## src/rtl/fawr_pkg.sv

```systemverilog
`timescale 1ns / 1ps
// ----------------------------------------------------------------------------
// fawr_pkg
// Shared types and constants for the frame allocator with replacement.
// ----------------------------------------------------------------------------
package fawr_pkg;
    localparam int NUM_FRAMES = 16;
    localparam int FRAME_BITS = 4;
    localparam int RING_DEPTH = 64;
    localparam int RING_BITS  = 6;
    localparam int COUNT_BITS = 16;
    localparam int TICK_BITS  = 32;

    typedef enum logic [1:0] {
        ACT_ALLOC   = 2'd0,
        ACT_TOUCH   = 2'd1,
        ACT_RELEASE = 2'd2,
        ACT_NONE    = 2'd3
    } action_t;

    typedef enum logic [1:0] {
        POL_LRU  = 2'd0,
        POL_FIFO = 2'd1,
        POL_LFU  = 2'd2,
        POL_MFU  = 2'd3
    } policy_t;

    typedef enum logic [3:0] {
        ST_IDLE,
        ST_FREE_SCAN,
        ST_FREE_GIVE,
        ST_VIC_START,
        ST_VIC_SCAN,
        ST_FIFO_READ,
        ST_FIFO_CHECK,
        ST_VIC_GIVE,
        ST_RESTAMP,
        ST_OUT
    } state_t;

    // controller -> datapath
    typedef struct packed {
        logic load;         // capture input beat
        logic do_touch;
        logic do_release;
        logic scan_clear;   // restart scan at frame 0
        logic scan_step;    // advance scan index
        logic scan_to_next; // scan index := grant frame + 1
        logic give_free;    // grant scan frame as free
        logic best_clear;
        logic give_best;    // grant best as victim
        logic fifo_pop;     // pop ring head into read register
        logic give_fifo;    // grant popped frame
        logic give_err;     // grant lowest untaken with error
        logic restamp;      // restamp list entry at restamp index
        logic emit;         // push result to output register
        logic set_exhaust;
    } dp_cmd_t;

    // datapath -> controller
    typedef struct packed {
        logic is_alloc;
        logic is_touch;
        logic is_release;
        logic req_zero;
        logic scan_done;    // scan index past last frame
        logic scan_free;    // scan frame is free
        logic all_given;    // number given reaches request
        logic fifo_sel;
        logic ring_empty;
        logic fifo_ok;      // popped record usable
        logic restamp_done;
        logic out_free;     // output register can take a beat
        logic emit_done;
        logic exhausted;
    } dp_sts_t;
endpackage

```

## src/rtl/fawr_ctrl.sv

```systemverilog
`timescale 1ns / 1ps
// ----------------------------------------------------------------------------
// fawr_ctrl
// Sequencer for allocate, touch and release.
// ----------------------------------------------------------------------------
module fawr_ctrl (
    input  logic              clk,
    input  logic              rst_n,
    input  logic              in_valid,
    output logic              in_ready,
    input  fawr_pkg::dp_sts_t sts,
    output fawr_pkg::dp_cmd_t cmd
);
    fawr_pkg::state_t state_reg, state_next;

    always_ff @(posedge clk or negedge rst_n)
    begin
        if (!rst_n)
        begin
            state_reg <= fawr_pkg::ST_IDLE;
        end
        else
        begin
            state_reg <= state_next;
        end
    end

    always_comb
    begin
        state_next = state_reg;
        cmd = '0;
        in_ready = 1'b0;
        case (state_reg)
            fawr_pkg::ST_IDLE:
            begin
                in_ready = 1'b1;
                if (in_valid)
                begin
                    cmd.load = 1'b1;
                    cmd.scan_clear = 1'b1;
                    state_next = fawr_pkg::ST_FREE_SCAN;
                end
            end
            fawr_pkg::ST_FREE_SCAN:
            begin
                if (sts.is_touch)
                begin
                    cmd.do_touch = 1'b1;
                    state_next = fawr_pkg::ST_IDLE;
                end
                else if (sts.is_release)
                begin
                    cmd.do_release = 1'b1;
                    state_next = fawr_pkg::ST_IDLE;
                end
                else if (!sts.is_alloc || sts.req_zero)
                begin
                    state_next = fawr_pkg::ST_IDLE;
                end
                else if (sts.scan_done)
                begin
                    cmd.set_exhaust = 1'b1;
                    state_next = sts.all_given ? fawr_pkg::ST_RESTAMP
                                               : fawr_pkg::ST_VIC_START;
                end
                else if (sts.all_given)
                begin
                    // request filled; frames remain free only if scan finds one
                    if (sts.scan_free)
                    begin
                        state_next = fawr_pkg::ST_OUT;
                    end
                    else
                    begin
                        cmd.scan_step = 1'b1;
                    end
                end
                else if (sts.scan_free)
                begin
                    cmd.give_free = 1'b1;
                    state_next = fawr_pkg::ST_FREE_GIVE;
                end
                else
                begin
                    cmd.scan_step = 1'b1;
                end
            end
            fawr_pkg::ST_FREE_GIVE:
            begin
                cmd.scan_to_next = 1'b1;
                state_next = fawr_pkg::ST_FREE_SCAN;
            end
            fawr_pkg::ST_VIC_START:
            begin
                if (sts.all_given)
                begin
                    state_next = fawr_pkg::ST_RESTAMP;
                end
                else if (sts.fifo_sel)
                begin
                    state_next = fawr_pkg::ST_FIFO_READ;
                end
                else
                begin
                    cmd.scan_clear = 1'b1;
                    cmd.best_clear = 1'b1;
                    state_next = fawr_pkg::ST_VIC_SCAN;
                end
            end
            fawr_pkg::ST_VIC_SCAN:
            begin
                if (sts.scan_done)
                begin
                    cmd.give_best = 1'b1;
                    state_next = fawr_pkg::ST_VIC_GIVE;
                end
                else
                begin
                    cmd.scan_step = 1'b1;
                end
            end
            fawr_pkg::ST_FIFO_READ:
            begin
                if (sts.ring_empty)
                begin
                    cmd.give_err = 1'b1;
                    state_next = fawr_pkg::ST_VIC_GIVE;
                end
                else
                begin
                    cmd.fifo_pop = 1'b1;
                    state_next = fawr_pkg::ST_FIFO_CHECK;
                end
            end
            fawr_pkg::ST_FIFO_CHECK:
            begin
                if (sts.fifo_ok)
                begin
                    cmd.give_fifo = 1'b1;
                    state_next = fawr_pkg::ST_VIC_GIVE;
                end
                else
                begin
                    state_next = fawr_pkg::ST_FIFO_READ;
                end
            end
            fawr_pkg::ST_VIC_GIVE:
            begin
                state_next = fawr_pkg::ST_VIC_START;
            end
            fawr_pkg::ST_RESTAMP:
            begin
                if (sts.restamp_done)
                begin
                    state_next = fawr_pkg::ST_OUT;
                end
                else
                begin
                    cmd.restamp = 1'b1;
                end
            end
            fawr_pkg::ST_OUT:
            begin
                if (sts.emit_done)
                begin
                    state_next = fawr_pkg::ST_IDLE;
                end
                else if (sts.out_free)
                begin
                    cmd.emit = 1'b1;
                end
            end
            default:
            begin
                state_next = fawr_pkg::ST_IDLE;
            end
        endcase
    end
endmodule

```

## src/rtl/fawr_dp.sv

```systemverilog
`timescale 1ns / 1ps
// ----------------------------------------------------------------------------
// fawr_dp
// Frame tables, touch ring, grant list and output register.
// ----------------------------------------------------------------------------
module fawr_dp (
    input  logic              clk,
    input  logic              rst_n,
    input  fawr_pkg::dp_cmd_t cmd,
    output fawr_pkg::dp_sts_t sts,
    input  logic              policy_we,
    input  logic [1:0]        policy_wdata,
    input  logic [1:0]        action,
    input  logic [3:0]        frame,
    input  logic [4:0]        count,
    input  logic [31:0]       tick,
    output logic              out_valid,
    input  logic              out_ready,
    output logic [3:0]        granted_frame,
    output logic              was_victim,
    output logic              last_frame,
    output logic              error
);
    localparam int FB = fawr_pkg::FRAME_BITS;
    localparam int NF = fawr_pkg::NUM_FRAMES;
    localparam int RB = fawr_pkg::RING_BITS;
    localparam int CB = fawr_pkg::COUNT_BITS;
    localparam int TB = fawr_pkg::TICK_BITS;
    localparam logic [CB-1:0] CMAX = '1;

    logic [1:0]      policy_reg;
    logic [NF-1:0]   busy_reg;
    logic [TB-1:0]   tick_tab_reg [NF];
    logic [CB-1:0]   cnt_tab_reg  [NF];
    logic [FB-1:0]   ring_mem     [fawr_pkg::RING_DEPTH];
    logic [RB-1:0]   head_reg;
    logic [RB:0]     fill_reg;

    logic [1:0]      act_reg;
    logic [FB-1:0]   frm_reg;
    logic [FB:0]     req_reg;
    logic [TB-1:0]   tk_reg;
    logic [FB:0]     scan_reg;
    logic [NF-1:0]   taken_reg;
    logic [FB-1:0]   list_reg [NF];
    logic [NF-1:0]   vic_reg, err_reg;
    logic [FB:0]     ng_reg, rs_reg, em_reg;
    logic [FB-1:0]   best_reg;
    logic            best_ok_reg;
    logic [FB-1:0]   pop_reg;
    logic            exh_reg;

    logic            ov_reg;
    logic [FB-1:0]   o_frame_reg;
    logic            o_vic_reg, o_last_reg, o_err_reg;

    logic [FB-1:0]   scan_idx;
    logic            better;
    logic            push_en;
    logic [FB-1:0]   push_frame;
    logic            stamp_en, restamp_en;
    logic [FB-1:0]   stamp_frame;
    logic [FB-1:0]   low_untaken;
    logic [FB-1:0]   give_frame;
    logic            give_en;
    logic [RB-1:0]   push_addr;

    assign scan_idx = scan_reg[FB-1:0];

    always_comb
    begin
        low_untaken = '0;
        for (int i = NF - 1; i >= 0; i--)
        begin
            if (!taken_reg[i])
            begin
                low_untaken = FB'(i);
            end
        end
    end

    always_comb
    begin
        case (fawr_pkg::policy_t'(policy_reg))
            fawr_pkg::POL_LRU: better = tick_tab_reg[scan_idx] < tick_tab_reg[best_reg];
            fawr_pkg::POL_LFU: better = cnt_tab_reg[scan_idx] < cnt_tab_reg[best_reg];
            default:           better = cnt_tab_reg[scan_idx] > cnt_tab_reg[best_reg];
        endcase
    end

    always_comb
    begin
        give_en = cmd.give_free | cmd.give_best | cmd.give_fifo | cmd.give_err;
        if (cmd.give_free)
        begin
            give_frame = scan_idx;
        end
        else if (cmd.give_best)
        begin
            give_frame = best_reg;
        end
        else if (cmd.give_fifo)
        begin
            give_frame = pop_reg;
        end
        else
        begin
            give_frame = low_untaken;
        end
        stamp_en    = cmd.do_touch | cmd.give_free | cmd.restamp;
        restamp_en  = cmd.restamp;
        stamp_frame = cmd.do_touch ? frm_reg
                    : (cmd.restamp ? list_reg[rs_reg[FB-1:0]] : scan_idx);
        push_en     = stamp_en;
        push_frame  = stamp_frame;
        push_addr   = (fill_reg[RB]) ? head_reg : RB'(head_reg + fill_reg[RB-1:0]);
    end

    always_ff @(posedge clk)
    begin
        if (push_en)
        begin
            ring_mem[push_addr] <= push_frame;
        end
        if (cmd.fifo_pop)
        begin
            pop_reg <= ring_mem[head_reg];
        end
    end

    always_ff @(posedge clk or negedge rst_n)
    begin
        if (!rst_n)
        begin
            policy_reg <= '0;
            busy_reg   <= '0;
            head_reg   <= '0;
            fill_reg   <= '0;
            act_reg    <= '0;
            ov_reg     <= 1'b0;
            for (int i = 0; i < NF; i++)
            begin
                tick_tab_reg[i] <= '0;
                cnt_tab_reg[i]  <= '0;
            end
        end
        else
        begin
            if (policy_we)
            begin
                policy_reg <= policy_wdata;
            end
            if (cmd.load)
            begin
                act_reg <= action;
            end
            if (stamp_en)
            begin
                tick_tab_reg[stamp_frame] <= tk_reg;
                if (restamp_en)
                begin
                    cnt_tab_reg[stamp_frame] <= CB'(1);
                end
                else if (cnt_tab_reg[stamp_frame] != CMAX)
                begin
                    cnt_tab_reg[stamp_frame] <= cnt_tab_reg[stamp_frame] + CB'(1);
                end
            end
            if (push_en)
            begin
                if (fill_reg[RB])
                begin
                    head_reg <= head_reg + RB'(1);
                end
                else
                begin
                    fill_reg <= fill_reg + (RB+1)'(1);
                end
            end
            else if (cmd.fifo_pop)
            begin
                head_reg <= head_reg + RB'(1);
                fill_reg <= fill_reg - (RB+1)'(1);
            end
            if (cmd.do_release)
            begin
                busy_reg[frm_reg] <= 1'b0;
            end
            if (cmd.emit)
            begin
                busy_reg[list_reg[em_reg[FB-1:0]]] <= 1'b1;
                ov_reg <= 1'b1;
            end
            else if (out_ready)
            begin
                ov_reg <= 1'b0;
            end
        end
    end

    always_ff @(posedge clk)
    begin
        if (cmd.load)
        begin
            frm_reg   <= frame;
            tk_reg    <= tick;
            req_reg   <= (count > 5'(NF)) ? (FB+1)'(NF) : count;
            taken_reg <= '0;
            ng_reg    <= '0;
            rs_reg    <= '0;
            em_reg    <= '0;
            exh_reg   <= 1'b0;
        end
        if (cmd.scan_clear)
        begin
            scan_reg <= '0;
        end
        else if (cmd.scan_step)
        begin
            scan_reg <= scan_reg + (FB+1)'(1);
        end
        else if (cmd.scan_to_next)
        begin
            scan_reg <= scan_reg + (FB+1)'(1);
        end
        if (cmd.best_clear)
        begin
            best_ok_reg <= 1'b0;
            best_reg    <= '0;
        end
        else if (cmd.scan_step && !taken_reg[scan_idx])
        begin
            if (!best_ok_reg || better)
            begin
                best_reg    <= scan_idx;
                best_ok_reg <= 1'b1;
            end
        end
        if (give_en)
        begin
            list_reg[ng_reg[FB-1:0]] <= give_frame;
            vic_reg[ng_reg[FB-1:0]]  <= !cmd.give_free;
            err_reg[ng_reg[FB-1:0]]  <= cmd.give_err;
            taken_reg[give_frame]    <= 1'b1;
            ng_reg <= ng_reg + (FB+1)'(1);
        end
        if (cmd.set_exhaust)
        begin
            exh_reg <= 1'b1;
        end
        if (cmd.restamp)
        begin
            rs_reg <= rs_reg + (FB+1)'(1);
        end
        if (cmd.emit)
        begin
            o_frame_reg <= list_reg[em_reg[FB-1:0]];
            o_vic_reg   <= vic_reg[em_reg[FB-1:0]];
            o_err_reg   <= err_reg[em_reg[FB-1:0]];
            o_last_reg  <= (em_reg + (FB+1)'(1)) == ng_reg;
            em_reg      <= em_reg + (FB+1)'(1);
        end
    end

    always_comb
    begin
        sts.is_alloc     = act_reg == fawr_pkg::ACT_ALLOC;
        sts.is_touch     = act_reg == fawr_pkg::ACT_TOUCH;
        sts.is_release   = act_reg == fawr_pkg::ACT_RELEASE;
        sts.req_zero     = req_reg == '0;
        sts.scan_done    = scan_reg == (FB+1)'(NF);
        sts.scan_free    = !busy_reg[scan_idx];
        sts.all_given    = ng_reg == req_reg;
        sts.fifo_sel     = policy_reg == fawr_pkg::POL_FIFO;
        sts.ring_empty   = fill_reg == '0;
        sts.fifo_ok      = !taken_reg[pop_reg];
        sts.restamp_done = rs_reg == ng_reg;
        sts.out_free     = !ov_reg || out_ready;
        sts.emit_done    = em_reg == ng_reg;
        sts.exhausted    = exh_reg;
    end

    assign out_valid     = ov_reg;
    assign granted_frame = o_frame_reg;
    assign was_victim    = o_vic_reg;
    assign last_frame    = o_last_reg;
    assign error         = o_err_reg;

    a_fill_range: assert property (@(posedge clk) disable iff (!rst_n)
        fill_reg <= (RB+1)'(fawr_pkg::RING_DEPTH))
        else $error("ring fill overflow");
    a_no_pop_empty: assert property (@(posedge clk) disable iff (!rst_n)
        cmd.fifo_pop |-> fill_reg != '0)
        else $error("pop from empty ring");
    a_give_untaken: assert property (@(posedge clk) disable iff (!rst_n)
        cmd.give_best |-> !taken_reg[best_reg])
        else $error("victim already given");
endmodule

```

## src/rtl/frame_allocator_with_replacement_core.sv

```systemverilog
`timescale 1ns / 1ps
// ----------------------------------------------------------------------------
// frame_allocator_with_replacement_core
// Frame allocator with LRU/FIFO/LFU/MFU replacement.
// ----------------------------------------------------------------------------
// Touch and release act in the scan state and return to idle. Allocate scans the frames
// for free slots, granting each free one and stepping past busy ones, then picks each
// value-policy victim by a full frame scan or each FIFO victim from the ring head,
// skipping granted records; it restamps every grant (only when the free frames ran out)
// and sends one result beat per cycle while out_ready is high. One item at a time.
// Reset clears all tables, ring pointers and policy; the ring body is not cleared.
module frame_allocator_with_replacement_core (
    input  logic        clk,
    input  logic        rst_n,
    input  logic        cfg_we,
    input  logic [1:0]  cfg_wdata,
    input  logic        in_valid,
    output logic        in_ready,
    input  logic [1:0]  action,
    input  logic [3:0]  frame,
    input  logic [4:0]  count,
    input  logic [31:0] tick,
    output logic        out_valid,
    input  logic        out_ready,
    output logic [3:0]  granted_frame,
    output logic        was_victim,
    output logic        last_frame,
    output logic        error
);
    fawr_pkg::dp_cmd_t cmd;
    fawr_pkg::dp_sts_t sts;

    fawr_ctrl u_ctrl (
        .clk      (clk),
        .rst_n    (rst_n),
        .in_valid (in_valid),
        .in_ready (in_ready),
        .sts      (sts),
        .cmd      (cmd)
    );

    fawr_dp u_dp (
        .clk           (clk),
        .rst_n         (rst_n),
        .cmd           (cmd),
        .sts           (sts),
        .policy_we     (cfg_we),
        .policy_wdata  (cfg_wdata),
        .action        (action),
        .frame         (frame),
        .count         (count),
        .tick          (tick),
        .out_valid     (out_valid),
        .out_ready     (out_ready),
        .granted_frame (granted_frame),
        .was_victim    (was_victim),
        .last_frame    (last_frame),
        .error         (error)
    );
endmodule

```

## config.mk

```make
export PLATFORM = sky130hd
export DESIGN_NAME = frame_allocator_with_replacement_core
export DESIGN_NICKNAME = d
export VERILOG_FILES = /design/src/rtl/fawr_pkg.sv /design/src/rtl/fawr_ctrl.sv /design/src/rtl/fawr_dp.sv /design/src/rtl/frame_allocator_with_replacement_core.sv
export SDC_FILE = /design/constraint.sdc
export NUM_CORES = 2
export LEC_CHECK = 0
export BUFFER_PORTS_ARGS = -buffer_cell sky130_fd_sc_hd__buf_4
export CAP_MARGIN = 40
export CORE_MARGIN = 1
export CORE_UTILIZATION = 64
export DETAILED_ROUTE_END_ITERATION = 10
export PLACE_DENSITY_LB_ADDON = 0.1
export SYNTH_ARGS = -nofsm -noshare
export SYNTH_HDL_FRONTEND = slang
export SYNTH_SLANG_ARGS = --single-unit
```

## constraint.sdc

```tcl
create_clock -name clk -period 6.6 [get_ports clk]
set_clock_uncertainty 0.05 [all_clocks]
set_input_delay 0 -clock clk [delete_from_list [all_inputs] [get_ports clk]]
set_output_delay 0 -clock clk [all_outputs]
set_load 0.005 [all_outputs]
```

==> impl_metrics.env <==
export IMPL_outcome="completed"
export IMPL_min_to="u_dp.req_reg[3]"
export IMPL_netlist_area_um2=65200
export IMPL_synth_warning_count=0
export IMPL_synth_seq_cells=1259
export IMPL_core_area_um2=101000
export IMPL_synth_avg_cell_area_um2=14.8
export IMPL_tightest_slew_ns=0.997
export IMPL_top_usage_layer="met2"
export IMPL_p_per_area_nw_per_um2=396
export IMPL_max_vdd_ir_drop_mv=0.281
export IMPL_drive_gt1_share_pct=36.2
export IMPL_r2r_start="u_dp.ng_reg[0]"
export IMPL_initial_utilization_pct=64.8
export IMPL_r2r_slack_ns=0.47
export IMPL_grt_use_met1_pct=52.6
export IMPL_port_buffers=58
export IMPL_start_kind="flop"
export IMPL_syn_inst=4418
export IMPL_reg2reg_depth=17
export IMPL_gp_congestion=0.982
export IMPL_cts_sinks=1259
export IMPL_ant_nets=0
export IMPL_cts_clk_slew_worst_paths_ns=0.06
export IMPL_critPathArrivalTime_ns=6.72
export IMPL_ios=59
export IMPL_fin_crit_sh_pct=92.9
export IMPL_yosysUniqueCellTypes=92
export IMPL_drc=0
export IMPL_p_leak_nw=30.1
export IMPL_tns_ns=0
export IMPL_grt_pass1_wl_mm=278
export IMPL_fp_dieW_um=321
export IMPL_max_cap_violations=0
export IMPL_synthFlopType="dfrtp_1"
export IMPL_cp_max_fo=34
export IMPL_synth_top_area_share_pct=30.9
export IMPL_p_clk_share_pct=26.6
export IMPL_fmax_mhz=163
export IMPL_setup_viol=0
export IMPL_yosysMostFrequentCell="dfrtp_1"
export IMPL_grt_max_degree=157
export IMPL_place_detailed_hpwl_mm=113
export IMPL_clock_latency_ns=0.77
export IMPL_hp_start="count[4]"
export IMPL_holdWs_ns=0.0475
export IMPL_ys_seq_area_share_pct=51.3
export IMPL_hp_class="input pin to flop"
export IMPL_switchingPower_w=0.0103
export IMPL_postSynth_asyncResetShare_pct=64.0
export IMPL_relSlewSlack_pct=33.5
export IMPL_drtIter0Drc=5485
export IMPL_final_cell_area_um2=73000
export IMPL_p_int_w=0.0186
export IMPL_fillers=6410
export IMPL_root_buffer="clkbuf_16"
export IMPL_fin_crit_ns=6.13
export IMPL_grt_overflow=0
export IMPL_cp_end_kind="flop"
export IMPL_die_area_um2=103000
export IMPL_switching_share_pct=35.7
export IMPL_hold_depth=3
export IMPL_track_usage_pct=36.5
export IMPL_cts_tree="built"
export IMPL_largest_reg_flops=512
export IMPL_firstDrtPassIters=8
export IMPL_p_seq_share_pct=36.8
export IMPL_route_detailed_wl_per_inst_um=30.5
export IMPL_post_cts_buffers=0
export IMPL_antenna_cells=0
export IMPL_synthTopCellsByCount="dfrtp_1 (806), mux4_2 (647), mux2_2 (518)"
export IMPL_crit_type="flop to flop"
export IMPL_cts_buffer_depth=3
export IMPL_regToRegEndpoint="u_dp.cnt_tab_reg[167]"
export IMPL_synth_edff_count=419
export IMPL_layout_setup_ws_ns=0.469
export IMPL_num_vias=42800
export IMPL_cts_made_buffers=134
export IMPL_met3_usage_pct=6.77
export IMPL_row_count=116
export IMPL_synth_nets=4533
export IMPL_synth_area_leaders="dfrtp_1 (31%), mux4_2 (22%), edfxtp_1 (19%)"
export IMPL_dp_slack_ns=0.653
export IMPL_cp_data_required_time_ns=7.19
export IMPL_grt_pass1_vias=43000
export IMPL_htree_num_levels=4
export IMPL_fin_nets=4628
export IMPL_drv_slew=0
export IMPL_vias_per_cell=7.16
export IMPL_synth_top_area_cell="dfrtp_1"
export IMPL_wirelength_mm=182
export IMPL_rsz0062_at_grt="false"
export IMPL_use_met2_pct=54.7
export IMPL_syn_to_final_growth_pct=12.0
export IMPL_final_hold_violation_count=0
export IMPL_die_y_um=321
export IMPL_place_area_um2=67500
export IMPL_antenna_found_initial=2
export IMPL_power_frac_comb_pct=36.6
## logic make-up after synthesis
logic type,count (synthesis),synth area share (%)
DFF,1259,51.3
muxes,1210,32.0
and+or+nand+nor,906,6.39
AOI/OAI and AO/OA,500,5.73
buffers and inverters,428,2.69
adders and majority gates,65,1.26
xor gates and xnor gates,50,0.671
## cell type report
type | instances | area [µm²] | share of cell area [%]
tap | 1357 | 1700 | 2.33
inverter | 84 | 325 | 0.446
multi-input combinational | 2731 | 30200 | 41.3
timing repair buffer | 303 | 2880 | 3.94
clock inverter | 60 | 722 | 0.989
sequential | 1259 | 33500 | 45.8
clock buffer | 185 | 3770 | 5.16
## worst max-delay path by stage
stage	to	cells past startpoint	from
6_report	u_dp.cnt_tab_reg[167]	17	u_dp.ng_reg[0]
3_3_place_gp	u_dp.cnt_tab_reg[168]	17	u_dp.ng_reg[0]
3_5_place_dp	u_dp.cnt_tab_reg[168]	17	u_dp.ng_reg[0]
5_1_grt	u_dp.cnt_tab_reg[167]	17	u_dp.ng_reg[0]
2_1_floorplan	u_dp.best_reg[2]	19	u_dp.scan_reg[0]
4_1_cts	u_dp.cnt_tab_reg[168]	17	u_dp.ng_reg[0]
## power groups by stage
stage | Sequential [W] | Combinational, W | Clock, W
after floorplan | 0.00995 | 0.00757 | 0
after global placement | 0.0107 | 0.0101 | 0
after detailed placement | 0.0107 | 0.0103 | 0
after CTS | 0.0106 | 0.0105 | 0.00778
after global routing | 0.0108 | 0.0112 | 0.00809
final | 0.0106 | 0.0106 | 0.00771
## cell usage in the layout (no fill, tap or decap), types with 30 or more instances in the layout
master and instances:
a21oi_1 49, edfxtp_1 419, clkbuf_1 30, mux2i_1 36, ha_1 64, o21ai_0 96, mux2_2 518, mux4_2 647
nand3_1 81, nand2b_1 31, a21o_1 40, clkbuf_16 135, a22o_1 147, dlygate4sd3_1 96, nor2_1 164, dfrtp_1 804
inv_1 79, nand2_1 425, buf_4 180
## critical path, stage by stage (launching register included)
cell,delay [ns]
edfxtp_1,0.53
xor2_1,0.24
nor4_2,0.67
a21oi_4,0.21
buf_4,0.32
nand2_1,0.31
buf_4,0.36
nand4_1,0.36
o22ai_1,0.25
a21o_1,0.11
a211o_1,0.17
ha_1,0.21
and4_1,0.22
and4_1,0.22
nand4_2,0.36
buf_4,0.32
nand2_1,0.65
mux2_2,0.41
## metrics by stage
stage               util (%)  std cells  power [W]
floorplan                  -       4418     0.0175
global placement        66.9       5625     0.0208
detailed placement      67.2       5637     0.0210
CTS                     72.6       5979     0.0288
global route            72.6       5979     0.0301
finish                  72.6       5979     0.0289
## what timing repair did
item | CTS | global route
endpoints found under the hold margin | 791 | 0
gates resized for setup | 0 | 0
hold buffers | 97 | 0
## layer usage
layer | share of wire, % | vias to the layer above
li1 | - | 17400
met1 | 40 | 22200
met2 | 46 | 2523
met3 | 9.4 | 592
met4 | 5.1 | 2
met5 | 0.0071 | -
No activity file was read; power rests on OpenSTA's default activity.
